### src/rtl/ftcw_pkg.sv
`timescale 1ns / 1ps

package ftcw_pkg;

  localparam int SCREEN_WIDTH   = 80;
  localparam int SCREEN_HEIGHT  = 25;
  localparam int TERMINAL_COUNT = 7;

  localparam int TERM_W   = 3;
  localparam int ADDR_W   = 11;
  localparam int ARG_W    = 32;
  localparam int DIGITS   = 32;
  localparam int DIG_IDX_W = $clog2(DIGITS);
  localparam int DIG_CNT_W = DIG_IDX_W + 1;
  localparam int CFG_W    = 4;

  localparam int COL_W  = (SCREEN_WIDTH > 1) ? $clog2(SCREEN_WIDTH) : 1;
  localparam int LINE_W = $clog2(SCREEN_HEIGHT + 1);
  localparam int TIDX_W = (TERMINAL_COUNT > 1) ? $clog2(TERMINAL_COUNT) : 1;

  // x/10 == (x * ceil(2^35/10)) >> 35 for every 32-bit x
  localparam logic [ARG_W-1:0] DIV10_RECIP = 32'hCCCC_CCCD;
  localparam int               DIV10_SHIFT = 35;

  localparam logic [7:0] CH_NUL   = 8'h00;
  localparam logic [7:0] CH_NL    = 8'h0A;
  localparam logic [7:0] CH_PCT   = "%";
  localparam logic [7:0] CH_HASH  = "#";
  localparam logic [7:0] CH_MINUS = "-";
  localparam logic [7:0] CH_ZERO  = "0";
  localparam logic [7:0] CH_ALPHA = "a" - 8'd10;
  localparam logic [7:0] CH_D     = "d";
  localparam logic [7:0] CH_O     = "o";
  localparam logic [7:0] CH_X     = "x";
  localparam logic [7:0] CH_B     = "b";

  typedef enum logic [1:0] {
    CFG_ACTIVE_TERMINAL = 2'd0,
    CFG_FG_COLOR        = 2'd1,
    CFG_BG_COLOR        = 2'd2
  } cfg_reg_e;

  typedef enum logic [1:0] {
    RADIX_DEC,
    RADIX_OCT,
    RADIX_HEX,
    RADIX_BIN
  } radix_e;

  typedef struct packed {
    logic [7:0]              fmt_char;
    logic signed [ARG_W-1:0] arg_value;
  } in_item_t;

  typedef struct packed {
    logic [TERM_W-1:0] terminal;
    logic [ADDR_W-1:0] cell_address;
    logic [7:0]        glyph;
    logic [7:0]        color;
    logic              last;
  } out_item_t;

  // cursor commands from the sequencer
  typedef struct packed {
    logic step;
    logic newline;
  } cur_cmd_t;

  // cursor status at the active terminal
  typedef struct packed {
    logic [ADDR_W-1:0] addr;
    logic              visible;
    logic              final_row;  // a step now pushes the cursor below the last line
  } cur_info_t;

  function automatic logic [7:0] digit_ascii(input logic [3:0] d);
    logic [7:0] r;
    if (d > 4'd9) begin
      r = CH_ALPHA + {4'd0, d};
    end else begin
      r = CH_ZERO + {4'd0, d};
    end
    return r;
  endfunction

endpackage

### src/rtl/ftcw_cursor.sv
`timescale 1ns / 1ps

// Per-terminal cursor store with cell address and wrap logic.
module ftcw_cursor (
  input  logic                        clk_i,
  input  logic                        rst_ni,
  input  logic [ftcw_pkg::TERM_W-1:0] term_i,
  input  ftcw_pkg::cur_cmd_t          cmd_i,
  output ftcw_pkg::cur_info_t         info_o
);
  import ftcw_pkg::*;

  localparam int PROD_W = LINE_W + COL_W + 8;

  logic [LINE_W-1:0] line_q [TERMINAL_COUNT];
  logic [COL_W-1:0]  col_q  [TERMINAL_COUNT];

  logic [TIDX_W-1:0] idx;
  logic [LINE_W-1:0] line;
  logic [COL_W-1:0]  col;
  logic [COL_W:0]    col_inc;
  logic              wrap;
  logic              visible;
  logic [PROD_W-1:0] addr_full;

  assign idx     = TIDX_W'(term_i);
  assign line    = line_q[idx];
  assign col     = col_q[idx];
  assign col_inc = {1'b0, col} + 1'b1;
  assign wrap    = col_inc >= (COL_W + 1)'(SCREEN_WIDTH);
  assign visible = line < LINE_W'(SCREEN_HEIGHT);

  assign addr_full = PROD_W'(line) * PROD_W'(SCREEN_WIDTH) + PROD_W'(col);

  assign info_o.addr      = addr_full[ADDR_W-1:0];
  assign info_o.visible   = visible;
  assign info_o.final_row = visible && wrap &&
                            ((line + 1'b1) == LINE_W'(SCREEN_HEIGHT));

  always_ff @(posedge clk_i or negedge rst_ni) begin
    if (!rst_ni) begin
      for (int i = 0; i < TERMINAL_COUNT; i++) begin
        line_q[i] <= '0;
        col_q[i]  <= '0;
      end
    end else if (cmd_i.newline) begin
      col_q[idx] <= '0;
      if (visible) begin
        line_q[idx] <= line + 1'b1;
      end
    end else if (cmd_i.step) begin
      col_q[idx] <= wrap ? '0 : col_inc[COL_W-1:0];
      if (wrap && visible) begin
        line_q[idx] <= line + 1'b1;
      end
    end
  end

endmodule
### config.mk
export PLATFORM = sky130hd
export DESIGN_NAME = ftcw_cursor
export DESIGN_NICKNAME = d
export VERILOG_FILES = /design/src/rtl/ftcw_pkg.sv /design/src/rtl/ftcw_cursor.sv
export SDC_FILE = /design/constraint.sdc
export NUM_CORES = 1
export LEC_CHECK = 0
export BUFFER_PORTS_ARGS = -buffer_cell sky130_fd_sc_hd__buf_2
export CAP_MARGIN = 15
export CORE_MARGIN = 3
export CORE_UTILIZATION = 55
export DETAILED_ROUTE_END_ITERATION = 8
export GPL_TIMING_DRIVEN = 0
export MAX_ROUTING_LAYER = met4
export PLACE_DENSITY = 0.83
export SLEW_MARGIN = 10
export SYNTH_ARGS = -nofsm -noshare
export SYNTH_HDL_FRONTEND = slang
export SYNTH_SLANG_ARGS = --single-unit
export TNS_END_PERCENT = 5
### constraint.sdc
create_clock -name clk_i -period 4.5 [get_ports clk_i]
set_input_delay 0.9 -clock clk_i [delete_from_list [all_inputs] [get_ports clk_i]]
set_output_delay 0.9 -clock clk_i [all_outputs]
set_load 0.1 [all_outputs]
Word-level counts from Yosys, hierarchy flattened. Cells that the tools add are included. Widths: inputs -> output; s select.

Memories kept: 0. Input port bits: 7. Output and inout port bits: 13. Memory bits (read-only): 0. Word-level logic and storage cells: 52. Memory bits (writable): 0. Latch bits: 0. Register bits: 84.

Bitwise operators: 3. Divide/modulo/power cells: 0. Mux-type cells: 19. Shift-type cells: 0. $lt $le $gt $ge: 4. Add/subtract/negate cells: 3. Equal/unequal tests: 2. Multipliers: 1. Reduce and logical (&&, ||, !) cells: 6.

Operator list (number): $mux 35 (4); $mux 49 (2); $and 49x49->49 (1); $bwmux 49 (1); $not 49->49 (1); $bwmux 35 (1); $mux 7 (4); $bmux 7 s3 (1); $demux 7 s3 (1); $bmux 5 s3 (1); $demux 5 s3 (1); $mux 5 (3); $add 11x7->11 (1); $add 7x1->8 const B (1); $ge 8x7->1 const B (1); $mul 5x3->7 const B (1); $add 5x1->5 const B (1); $eq 5x5->1 const B (1); $lt 5x5->1 const B (1); $ge 4x4->1 const B (1); $lt 4x1->1 const B (1); $not 3->4 (1); $reduce_bool 2->1 (2); $logic_and 1x1->1 (3); 2 further kinds (2).

Longest topological paths before layout.
Depth in word-level cells: 10. Gate-level depth with buffers: 15.

Least setup slack after synthesis. OpenSTA, ideal clock, no wires.

Kind: input -> output. Start: input term_i[1] in the netlist's numbering. End: output info_o[12] in the netlist's numbering. Slack: -1660 ps. Data required time: 3600 ps. Buffers on the path: 2. Arrival: 5260 ps. Stages on the path: 13. Cell sequence: buf_2 > buf_2 > mux2_2 > a221o_1 > o21ai_1 > inv_1 > ha_1 > ha_1 > inv_1 > fa_1 > nor3_1 > xnor2_1 > xnor2_1.

RTL lines: from (decl) (RTL line ftcw_cursor.sv:7) `input logic [ftcw_pkg::TERM_W-1:0] term_i,`; to (decl) (RTL line ftcw_cursor.sv:9) `output ftcw_pkg::cur_info_t info_o`.

==> summary.txt <==
Placement
  • Port Buffer Count: 18
  • Place WS: -1200 ps
  • Gpl congestion: 0.904
  • Post-DP HPWL: 8360 microns

Clock tree
  • CTS tree: done
  • H-tree levels: 3
  • Max clock buf depth: 2
  • Clk pin slew, worst setup/hold paths: 90 ps
  • Clock Sinks: 84
  • CTS Buf Count: 9
  • Root buf cell: clkbuf_8
  • Clk_lat worst skew: between 300 and 400 ps

Synthesis
  • Mapped cell area: a little under 5000 sq um
  • Post-Synthesis Cells: between 400 and 500
  • Avg Cell Area, Syn: about 11 sq um
  • #FFs+latches synth: 84
  • Cell variety after synth: 67
  • Seq/Total Area, Yosys: 0.437
  • Syn Nets: around 440
  • FFs w/ async S/R, synth: 1.00
  • Most used flip-flop cell after synthesis: dfrtp_1
  • Post-synth EDFFs: 0
  • Total number of yosys warnings: 0

Routing
  • Wire per inst: 22.7 microns
  • First drt pass iteration count: 8
  • Via Count: 3,894
  • Initial drt markers: about 350
  • Number of routed nets with antenna violations: 0
  • Vias per cell: approximately 6.6
  • DRT Wirelength: between 10,000 and 15,000 microns
  • # DRC: 0

Final layout
  • Commonest cells after routing, fill and taps aside: dfrtp_1, nand2_1, o21ai_0, buf_4, mux2_1
  • Net total in the final layout: ~510
  • Fillers: between 500 and 600
  • Final Core Density: 0.713
  • Layout cell share with drive strength beyond 1: 0.357
  • Antenna Cells: 0
  • Layout area overhead: 23.6%
  • Commonest non-fill, non-tap cell in the layout: dfrtp_1

Power
  • Worst vdd ir: around 420 uV
  • Leakage: roughly 2.7 nW
  • Power Dens Cells: between 500 and 600 nW/um^2
  • Overall power: 3.02 mW

Timing
  • Max Fclk: 213 MHz
  • Slew @ Worst Pin: between 1000 and 1500 ps
  • Final setup violation count: 4
  • Skew final: 12.5 ps
  • Worst hold slack: between 400 and 500 ps
  • Period utilization: 1.05
  • Setup slack after layout: -203 ps
  • Fin. Hold Viols: 0
  • Max Transition Viols Final: 0
  • RSZ-0062 raised after global routing: true
  • Rel. slew slack: 0.313
  • Post-route minimum period: roughly 4700 ps

Floorplanning
  • Die X: between 90 and 100 microns
  • # IOs: 20
  • Die ar.: approximately 9900 sq um
  • Initial Util: 0.577
  • Core box area: 8340 sq um
  • Std cell rows: 33
  • Die H: 99.5 microns

Global routing
  • Tot GR Track Use: 0.283
  • Total gr overflow: 0
  • Pin count of the biggest net entering global routing: between 40 and 50
  • Initial antenna violation count: 0
  • First-pass GRT wire length: 21,100 microns
  • Vias in the first global route: ~4,000

Setup path
  • Worst Reg2Reg Path Length in Cells: 10
  • Slowest Stage Delay on Critical Path: around 550 ps
  • Crit-path cells: buf_8 -> buf_12 -> mux4_2 -> mux2i_1 -> inv_1 -> ha_1 -> ha_4 -> nor2b_1 -> o21ai_2 -> nor3_4 -> xnor2_2 -> xnor2_4 -> buf_12
  • Largest delay share family, worst path: multiplexers
  • Critical Path Stages: 13
  • Type of origin of the critical path: input pin
  • Critical path peak fanout: 8
  • CP Class: in2out
  • Worst EP required: about 3600 ps
  • Most used cell, CP: buf_12
  • R2r startpoint: col_q[0]
  • Critical Path Sink: info_o[12]
  • Reg2Reg Setup Slack: ~1300 ps
  • Worst path bufs/invs: 4
  • Critical path arrival: 3800 ps
  • Endpoint class of the critical path: output pin
  • FF-to-FF End: line_q[32]
  • Setup crit start: term_i[0]
  • Slowest CP cell: mux4_2

Outcome
  • Failing checks: setup timing
  • Run status: finished, violations left

Run
  • Max-cap violations: 0

Hold path
  • Min-Delay Path Class: in2async
cell families (layout without fill, tap and decap cells):
group | count (synthesis) | in the layout | share of synthesized area
and+or+nand+nor | 107 | 107 | 0.111
DFF | 84 | 84 | 0.437
muxes | 68 | 68 | 0.177
buffers and inverters | 34 | 101 | 0.0403
xor gates and xnor gates | 11 | 11 | 0.0200
AOI/OAI and AO/OA | 103 | 103 | 0.176
adders and majority gates | 14 | 14 | 0.0395
state kept, by name, indices dropped and copies added, names as in the netlist:
signal,count
col_q,49
line_q,35
cell usage after synthesis, types with 5 or more instances:
library cell / count / area share
xnor2_1: 9 / 0.016
mux2_1: 23 / 0.054
buf_2: 8 / 0.0083
nand2_1: 60 / 0.047
a32o_1: 5 / 0.010
mux2_4: 14 / 0.044
a21oi_1: 5 / 0.0052
a211oi_4: 5 / 0.021
ha_1: 12 / 0.031
inv_1: 16 / 0.012
mux2i_1: 20 / 0.042
mux4_2: 5 / 0.023
nand3_1: 13 / 0.014
o21ai_0: 48 / 0.050
mux2_2: 6 / 0.014
nor2_1: 6 / 0.0047
dfrtp_1: 84 / 0.44
repair_timing:
item / CTS / global route
pin swaps: 10 / 10
resized for setup: 39 / 13
setup buffers: 22 / 12
hold buffers: 0 / 0
setup endpoints to repair: 7 / 5
stage by stage:
step	cell area [sq um]	std cells	setup TNS, ps
final	5950	593	-485
after floorplan	5020	421	-1630
after detailed placement	5260	545	-4790
after global placement	5240	544	-4380
after global routing	5950	593	-839
after CTS	5780	582	-399
area by class of cell:
cell class              instances  area [sq um]  share of cell area
inverters                      19          77.6              0.0130
well taps                     105           131              0.0221
clock inverters                 5          62.6              0.0105
plain buffers                  14           195              0.0328
repair buffers                 53           442              0.0743
clock buffers                  10           128              0.0215
multi-input cells             303          2810               0.472
flip-flops and latches         84          2100               0.353
per-layer routing:
metal / up-vias / routed length, microns / part of all wire / GRT usage
met1: 1967 / 5360 / 0.40 / 0.366
met4: 0 / 380 / 0.028 / 0.116
li1: 1655 / - / - / -
met5: - / 0 / 0 / -
met3: 41 / 1260 / 0.094 / 0.0694
met2: 231 / 6480 / 0.48 / 0.429
power by group:
part	total [mW]	internal (mW)	switching, mW
Combinational	1.48	0.554	0.926
Clock	0.551	0.257	0.294
Sequential	0.992	0.900	0.0917
Total	3.02	1.71	1.31
worst min path at each step:
stage | startpoint | endpoint | slack, ps | cells past startpoint
floorplan | col_q[45] | col_q[45] | 440 | 2
CTS | col_q[17] | col_q[17] | 490 | 2
finish | rst_ni | col_q[0] | 490 | 1
detailed placement | col_q[24] | col_q[24] | 470 | 2
global placement | col_q[23] | col_q[23] | 460 | 2
global route | col_q[26] | col_q[26] | 510 | 2
worst reg2reg max path: cells and delay by family (launching register included):
kind,cells,cell delay (ps)
multiplexers,2,620
adder cells (fa/ha/maj),1,180
flip-flops,1,400
buffers and inverters,1,70
AND/OR/NAND/NOR,1,170
AO/OA/AOI/OAI,5,1610
Note: power is estimated with default switching activity, not from simulation.
