$ cat src/rtl/ftcw_pkg.sv
`timescale 1ns / 1ps

package ftcw_pkg;

  localparam int SCREEN_WIDTH   = 80;
  localparam int SCREEN_HEIGHT  = 25;
  localparam int TERMINAL_COUNT = 7;

  localparam int TERM_W   = 3;
  localparam int ADDR_W   = 11;
  localparam int ARG_W    = 32;
  localparam int DIGITS   = 32;
  localparam int DIG_IDX_W = $clog2(DIGITS);
  localparam int DIG_CNT_W = DIG_IDX_W + 1;
  localparam int CFG_W    = 4;

  localparam int COL_W  = (SCREEN_WIDTH > 1) ? $clog2(SCREEN_WIDTH) : 1;
  localparam int LINE_W = $clog2(SCREEN_HEIGHT + 1);
  localparam int TIDX_W = (TERMINAL_COUNT > 1) ? $clog2(TERMINAL_COUNT) : 1;

  // x/10 == (x * ceil(2^35/10)) >> 35 for every 32-bit x
  localparam logic [ARG_W-1:0] DIV10_RECIP = 32'hCCCC_CCCD;
  localparam int               DIV10_SHIFT = 35;

  localparam logic [7:0] CH_NUL   = 8'h00;
  localparam logic [7:0] CH_NL    = 8'h0A;
  localparam logic [7:0] CH_PCT   = "%";
  localparam logic [7:0] CH_HASH  = "#";
  localparam logic [7:0] CH_MINUS = "-";
  localparam logic [7:0] CH_ZERO  = "0";
  localparam logic [7:0] CH_ALPHA = "a" - 8'd10;
  localparam logic [7:0] CH_D     = "d";
  localparam logic [7:0] CH_O     = "o";
  localparam logic [7:0] CH_X     = "x";
  localparam logic [7:0] CH_B     = "b";

  typedef enum logic [1:0] {
    CFG_ACTIVE_TERMINAL = 2'd0,
    CFG_FG_COLOR        = 2'd1,
    CFG_BG_COLOR        = 2'd2
  } cfg_reg_e;

  typedef enum logic [1:0] {
    RADIX_DEC,
    RADIX_OCT,
    RADIX_HEX,
    RADIX_BIN
  } radix_e;

  typedef struct packed {
    logic [7:0]              fmt_char;
    logic signed [ARG_W-1:0] arg_value;
  } in_item_t;

  typedef struct packed {
    logic [TERM_W-1:0] terminal;
    logic [ADDR_W-1:0] cell_address;
    logic [7:0]        glyph;
    logic [7:0]        color;
    logic              last;
  } out_item_t;

  // cursor commands from the sequencer
  typedef struct packed {
    logic step;
    logic newline;
  } cur_cmd_t;

  // cursor status at the active terminal
  typedef struct packed {
    logic [ADDR_W-1:0] addr;
    logic              visible;
    logic              final_row;  // a step now pushes the cursor below the last line
  } cur_info_t;

  function automatic logic [7:0] digit_ascii(input logic [3:0] d);
    logic [7:0] r;
    if (d > 4'd9) begin
      r = CH_ALPHA + {4'd0, d};
    end else begin
      r = CH_ZERO + {4'd0, d};
    end
    return r;
  endfunction

endpackage

$ cat src/rtl/ftcw_div_unit.sv
`timescale 1ns / 1ps

// One digit per request: quotient and remainder of mag_i by the radix.
// Power-of-two radix: shift and mask. Radix 10: reciprocal multiply, then U_MUL forms quotient and remainder.
module ftcw_div_unit (
  input  logic                     clk_i,
  input  logic                     rst_ni,
  input  logic                     start_i,
  input  logic [ftcw_pkg::ARG_W-1:0] mag_i,
  input  ftcw_pkg::radix_e         radix_i,
  output logic                     done_o,
  output logic [ftcw_pkg::ARG_W-1:0] quot_o,
  output logic [3:0]               rem_o
);
  import ftcw_pkg::*;

  typedef enum logic {
    U_IDLE,
    U_MUL
  } ustate_e;

  ustate_e              state_q;
  logic                 done_q;
  logic [2*ARG_W-1:0]   prod_q;
  logic [ARG_W-1:0]     mag_q;
  logic [ARG_W-1:0]     quot_q;
  logic [3:0]           rem_q;
  logic [ARG_W-1:0]     q10;
  logic [ARG_W-1:0]     q10_times;
  logic [ARG_W-1:0]     r10;

  assign q10       = ARG_W'(prod_q >> DIV10_SHIFT);
  assign q10_times = (q10 << 3) + (q10 << 1);
  assign r10       = mag_q - q10_times;

  always_ff @(posedge clk_i or negedge rst_ni) begin
    if (!rst_ni) begin
      state_q <= U_IDLE;
      done_q  <= 1'b0;
    end else begin
      done_q <= 1'b0;
      unique case (state_q)
        U_IDLE: begin
          if (start_i) begin
            unique case (radix_i)
              RADIX_DEC: begin
                state_q <= U_MUL;
              end
              RADIX_OCT: begin
                done_q <= 1'b1;
              end
              RADIX_HEX: begin
                done_q <= 1'b1;
              end
              RADIX_BIN: begin
                done_q <= 1'b1;
              end
              default: begin
                done_q <= 1'b1;
              end
            endcase
          end
        end
        U_MUL: begin
          done_q  <= 1'b1;
          state_q <= U_IDLE;
        end
        default: begin
          state_q <= U_IDLE;
        end
      endcase
    end
  end

  always_ff @(posedge clk_i) begin
    if (state_q == U_IDLE && start_i) begin
      mag_q  <= mag_i;
      prod_q <= mag_i * DIV10_RECIP;
      unique case (radix_i)
        RADIX_OCT: begin
          quot_q <= mag_i >> 3;
          rem_q  <= {1'b0, mag_i[2:0]};
        end
        RADIX_HEX: begin
          quot_q <= mag_i >> 4;
          rem_q  <= mag_i[3:0];
        end
        RADIX_BIN: begin
          quot_q <= mag_i >> 1;
          rem_q  <= {3'd0, mag_i[0]};
        end
        default: begin
          quot_q <= quot_q;
          rem_q  <= rem_q;
        end
      endcase
    end else if (state_q == U_MUL) begin
      quot_q <= q10;
      rem_q  <= r10[3:0];
    end
  end

  assign done_o = done_q;
  assign quot_o = quot_q;
  assign rem_o  = rem_q;

endmodule

$ cat config.mk
export PLATFORM = sky130hd
export DESIGN_NAME = ftcw_div_unit
export DESIGN_NICKNAME = d
export VERILOG_FILES = /design/src/rtl/ftcw_pkg.sv /design/src/rtl/ftcw_div_unit.sv
export SDC_FILE = /design/constraint.sdc
export NUM_CORES = 1
export LEC_CHECK = 0
export BUFFER_PORTS_ARGS = -buffer_cell sky130_fd_sc_hd__buf_2
export CORE_AREA = 2 2 224 226
export CTS_CLUSTER_DIAMETER = 60
export CTS_CLUSTER_SIZE = 8
export DETAILED_ROUTE_END_ITERATION = 8
export DIE_AREA = 0 0 226 228
export PLACE_DENSITY = 0.55
export SYNTH_ARGS = -nofsm -noshare
export SYNTH_HDL_FRONTEND = slang
export SYNTH_SLANG_ARGS = --single-unit
$ cat constraint.sdc
create_clock -name clk_i -period 3.3 [get_ports clk_i]
set_input_delay 0.33 -clock clk_i [delete_from_list [all_inputs] [get_ports clk_i]]
set_output_delay 0.33 -clock clk_i [all_outputs]
set_load 0.03 [all_outputs]
[Word level (Yosys, flattened, before mapping)]
Cells that the tools add are included.
Cells by class
  add/sub/neg operators: 2
  bitwise operators: 1
  mux-type cells: 12
  $mul: 1
  reductions and logical operators: 5
  equal/unequal tests: 4
Operators with widths (count)
  32-bit case mux with 3 select lines: 1
  32-bit by 32-bit multiplier with 64-bit output, second input constant: 1
  32-bit 2-to-1 mux: 2
  4-bit case mux with 3 select lines: 1
  4-bit 2-to-1 mux: 2
  4-bit adder: 1
  2-bit equality test, second input constant: 2
  1-bit 2-to-1 mux: 4
  4-bit by 1-bit inequality test with 1-bit output, second input constant: 1
  1-bit case mux with 2 select lines: 2
  4-bit subtractor: 1
  3-bit OR reduction: 1
  2-bit by 1-bit equality test with 1-bit output, second input constant: 1
  2-bit zero test: 1
  2-bit AND reduction: 1
  2-bit nonzero test: 1
  1-bit logical AND: 1
  1-bit NOT: 1
Word-level totals
  logic and storage cells: 31
  output and inout port bits: 37
  input port bits: 37
  bits in registers: 106

[Depth between registers and ports, before layout]
  depth after elaboration: 5
  depth in mapped cells: 25
  depth with buffers taken out: 25

[Least setup slack after synthesis]
Ideal clock, no wire load.
  path type: input-to-reg
  start: input mag_i[19] in the netlist's numbering
  end: register prod_q[63], data pin
  path buffers: 0
  arrival: 6.261 ns
  cell stages on the path: 25
  slack: -3.227 ns
  setup time: 0.266 ns
  required time: 3.034 ns
  cell sequence: ha_1 -> inv_1 -> fa_1 -> inv_1 -> fa_1 -> inv_1 -> fa_1 -> inv_1 -> fa_1 -> fa_1 -> fa_1 -> inv_1 -> fa_1 -> inv_1 -> ha_1 -> nand2_1 -> nor4_1 -> o21ai_1 -> a21oi_1 -> o211ai_2 -> nor3_2 -> o21ai_2 -> a31oi_2 -> mux2i_1 -> nand4_1
Between the ends
  word-level cells in the longest chain between the ends: 1
Ends and longest elaborated chain
  start: declaration: line ftcw_div_unit.sv:9  | input logic [ftcw_pkg::ARG_W-1:0] mag_i,
  32-bit by 32-bit multiplier with 64-bit output: line ftcw_div_unit.sv:78  | prod_q <= mag_i * DIV10_RECIP;
  end signal: assignment: line ftcw_div_unit.sv:78
  end: declaration: line ftcw_div_unit.sv:24  | logic [2*ARG_W-1:0] prod_q;
Every way passes these cells.
A chain may end at the register's enable or synchronous reset.

[Worst setup path after layout]
  start: input mag_i[7] in the netlist's numbering
  end: register prod_q[53], data pin
The elaborated chain is that of the path after synthesis.

==> impl_metrics.yaml <==
critical_path:
  setup.reg_to_reg.worst_slack_ps: 1370
  endpoint_kind: "flop"
  critical_path.max_stage_delay_ps: 640
  worstSetupStartpointType: "input port"
  critPathTopFamily: "adder cells"
  cp_max_fo: 6
  critical_path_arrival_ps: 6490
  r2r_end: "quot_o[23]"
  worst-setup-path-type: "input port to flop"
  worst-path-buf-inv: 9
  cp.required_ps: 3400
  rr_startpoint: "state_q"
  critPathSlowestCell: "sky130_fd_sc_hd__fa_2"
  timing.reg2reg.worst_path_depth: 4
sta:
  final-max-slew-violation-count: 0
  fin_setup_tns_ps: -86670
  worst_slew_pin_slew_ps: 1250
  fmax_mhz: 156
  finalClockSkew_ps: 9.16
  finalHoldWorstSlack_ps: 207
  slew_hr: 0.165
  setup-violations-final: 29
  layout_setup_ws_ps: -3090
  min_period_over_period: 1.94
  min_period_ps: 6390
  hold_violations: 0
  unrepaired_setup_endpoints_after_global_routing: "true"
synthesis:
  post_synthesis_cell_type_count: 56
  synth-edff-count: 68
  postSynthCellCount: 1881
  synthesis.nets: 2656
  synth_sequential_area_ratio: 0.107
  synth-seq-cells: 70
  syn_area_per_cell_um2: 10.4
  synth-warning-count: 0
  async_flop_share: 0.0286
  netlist_area_um2: 19500
  postSynth.topFlopCell: "sky130_fd_sc_hd__edfxtp_1"
die:
  cell_row_count: 82
  floorplan.core_area_um2: 49300
  floorplan.initialDensity: 0.395
  floorplan.die.height_um: 228
  design.die.area_um2: 51500
  floorplan.die.width_um: 226
  ios: 74
routing:
  detail_route.wirelength_mm: 64.5
  drt-initial-drc-count: 779
  antenna_left: 0
  wl_per_cell_um: 21.3
  remaining_drc_errors: 0
  post_drt_via_cell_ratio: 4.83
  vias: 14660
  detail_route.first_pass.iterations: 6
finish:
  final_net_count: 3132
  mostFrequentLayoutCells: "sky130_fd_sc_hd__inv_1, sky130_fd_sc_hd__buf_4, sky130_fd_sc_hd__fa_1, sky130_fd_sc_hd__ha_1, sky130_fd_sc_hd__edfxtp_1"
  multiInputGateArea_um2: 16600
  post_route_cells_drive_above_1_share: 0.306
  seq_area_um2: 2090
  final_cell_count_without_fillers: 3035
  final_common_cell: "sky130_fd_sc_hd__inv_1"
  layout_overhead_on_the_synthesized_area_pct: 31.8
  layout.filler_cells: 4501
flow_run:
  drv.max_cap_violation_count: 0
status:
  failed_checks: "negative setup slack"
  outcome: "finished, violations left"
place:
  detailedPlacementHpwl_mm: 58.9
  gp_routability_congestion: 0.966
  dpl.cell_count: 2981
  port_buffers: 72
grt:
  vias_in_the_first_global_route: 16191
  pin_count_of_the_biggest_net_entering_global_routing: 94
  first_pass_grt_wire_length_mm: 98.9
  gr-total-overflow: 0
  antenna_found_initial: 1
  groute.usage.overall: 0.262
clocking:
  total_number_of_clock_tree_sinks: 70
  tritoncts: "yes"
  cell_at_the_root_of_the_clock_tree: "sky130_fd_sc_hd__clkbuf_16"
  cts_max_path_buffers: 2
  clkSlewWorstSetupHoldPaths_ps: 60
  clock_buffers_created_by_tritoncts: 9
  clk-insertion-delay-late_ps: 350
  h_tree_lvls: 3
min_path:
  holdPathStages: 2
  min_to: "done_o"
  hp-start: "start_i"
  worst_hold_path_type: "input port to flop"
routing by layer:
layer | track usage | vias up | share of wire
met5 | 0 | - | 0
met3 | 0.0227 | 96 | 0.031
met2 | 0.462 | 301 | 0.50
met4 | 0.0911 | 0 | 0.046
li1 | - | 6811 | -
met1 | 0.336 | 7452 | 0.42
cells by family (layout without fill, tap and decap cells):
| kind of cell | after synthesis | count (layout) | synth area share |
|---|---|---|---|
| flops | 70 | 70 | 0.107 |
| mux | 1 | 1 | 0.000513 |
| other cells | 1 | 2 | 0.000192 |
| simple gates | 192 | 192 | 0.0463 |
| fa+ha+maj | 738 | 738 | 0.622 |
| compound gates | 216 | 216 | 0.0742 |
| buf+inv | 580 | 1061 | 0.112 |
| xor+xnor | 83 | 83 | 0.0373 |
final cells by class:
| class | instances | area share |
|---|---|---|
| Clock inverter | 7 | 0.00243 |
| Multi-Input combinational cell | 1231 | 0.646 |
| Clock buffer | 9 | 0.00876 |
| Sequential cell | 70 | 0.0814 |
| Tap cell | 672 | 0.0327 |
| Timing Repair Buffer | 493 | 0.147 |
| Antenna cell | 1 | 0.0000973 |
| Inverter | 552 | 0.0813 |
how the worst max path moves through the flow:
stage	start	endpoint	slack, ps	cells after the start
4_1_cts	mag_i[5]	prod_q[63]	-3160	24
2_1_floorplan	mag_i[6]	prod_q[63]	-2820	23
3_3_place_gp	mag_i[7]	prod_q[43]	-3770	28
5_1_grt	mag_i[15]	prod_q[58]	-3280	28
6_report	mag_i[7]	prod_q[53]	-3090	26
3_5_place_dp	mag_i[13]	prod_q[63]	-3760	25
synthesized netlist by cell type (9+ instances only):
master	n	area, um2
sky130_fd_sc_hd__fa_1	387	7750
sky130_fd_sc_hd__a21oi_1	58	290
sky130_fd_sc_hd__xnor2_1	35	307
sky130_fd_sc_hd__nor2b_1	9	56.3
sky130_fd_sc_hd__a22oi_1	28	210
sky130_fd_sc_hd__o21ai_0	25	125
sky130_fd_sc_hd__clkbuf_1	27	101
sky130_fd_sc_hd__xor2_1	48	420
sky130_fd_sc_hd__a21o_1	32	240
sky130_fd_sc_hd__inv_1	551	2070
sky130_fd_sc_hd__nand3_1	12	60.1
sky130_fd_sc_hd__nand2_1	72	270
sky130_fd_sc_hd__nor2_1	52	195
sky130_fd_sc_hd__a31oi_1	29	181
sky130_fd_sc_hd__ha_1	351	4390
sky130_fd_sc_hd__edfxtp_1	68	2040
flip-flops by register name, indices dropped and copies added, names as in the netlist:
| register | flops |
|---|---|
| mag_q | 2 |
| rem_o | 4 |
| prod_q | 31 |
| quot_o | 31 |
| state_q | 1 |
| done_o | 1 |
what timing repair did:
action | 4_1_cts | 5_1_grt
setup endpoints to repair | 29 | 29
pin swaps | 91 | 36
gates resized for setup | 149 | 65
hold endpoints to repair | 2 | 0
buffers inserted | 27 | 14
hold buffers | 1 | 0
per-stage QoR:
step	setup WS, ps	cell area, um2	util
detailed placement	-3760	24200	0.490
CTS	-3160	25300	0.513
finish	-3090	25700	0.521
global route	-3280	25700	0.521
floorplan	-2820	20200	-
global placement	-3770	24200	0.490
Power is left out: the tool's default activity adds up to more than one toggle a clock period on the data nets, which glitch-free logic cannot reach.
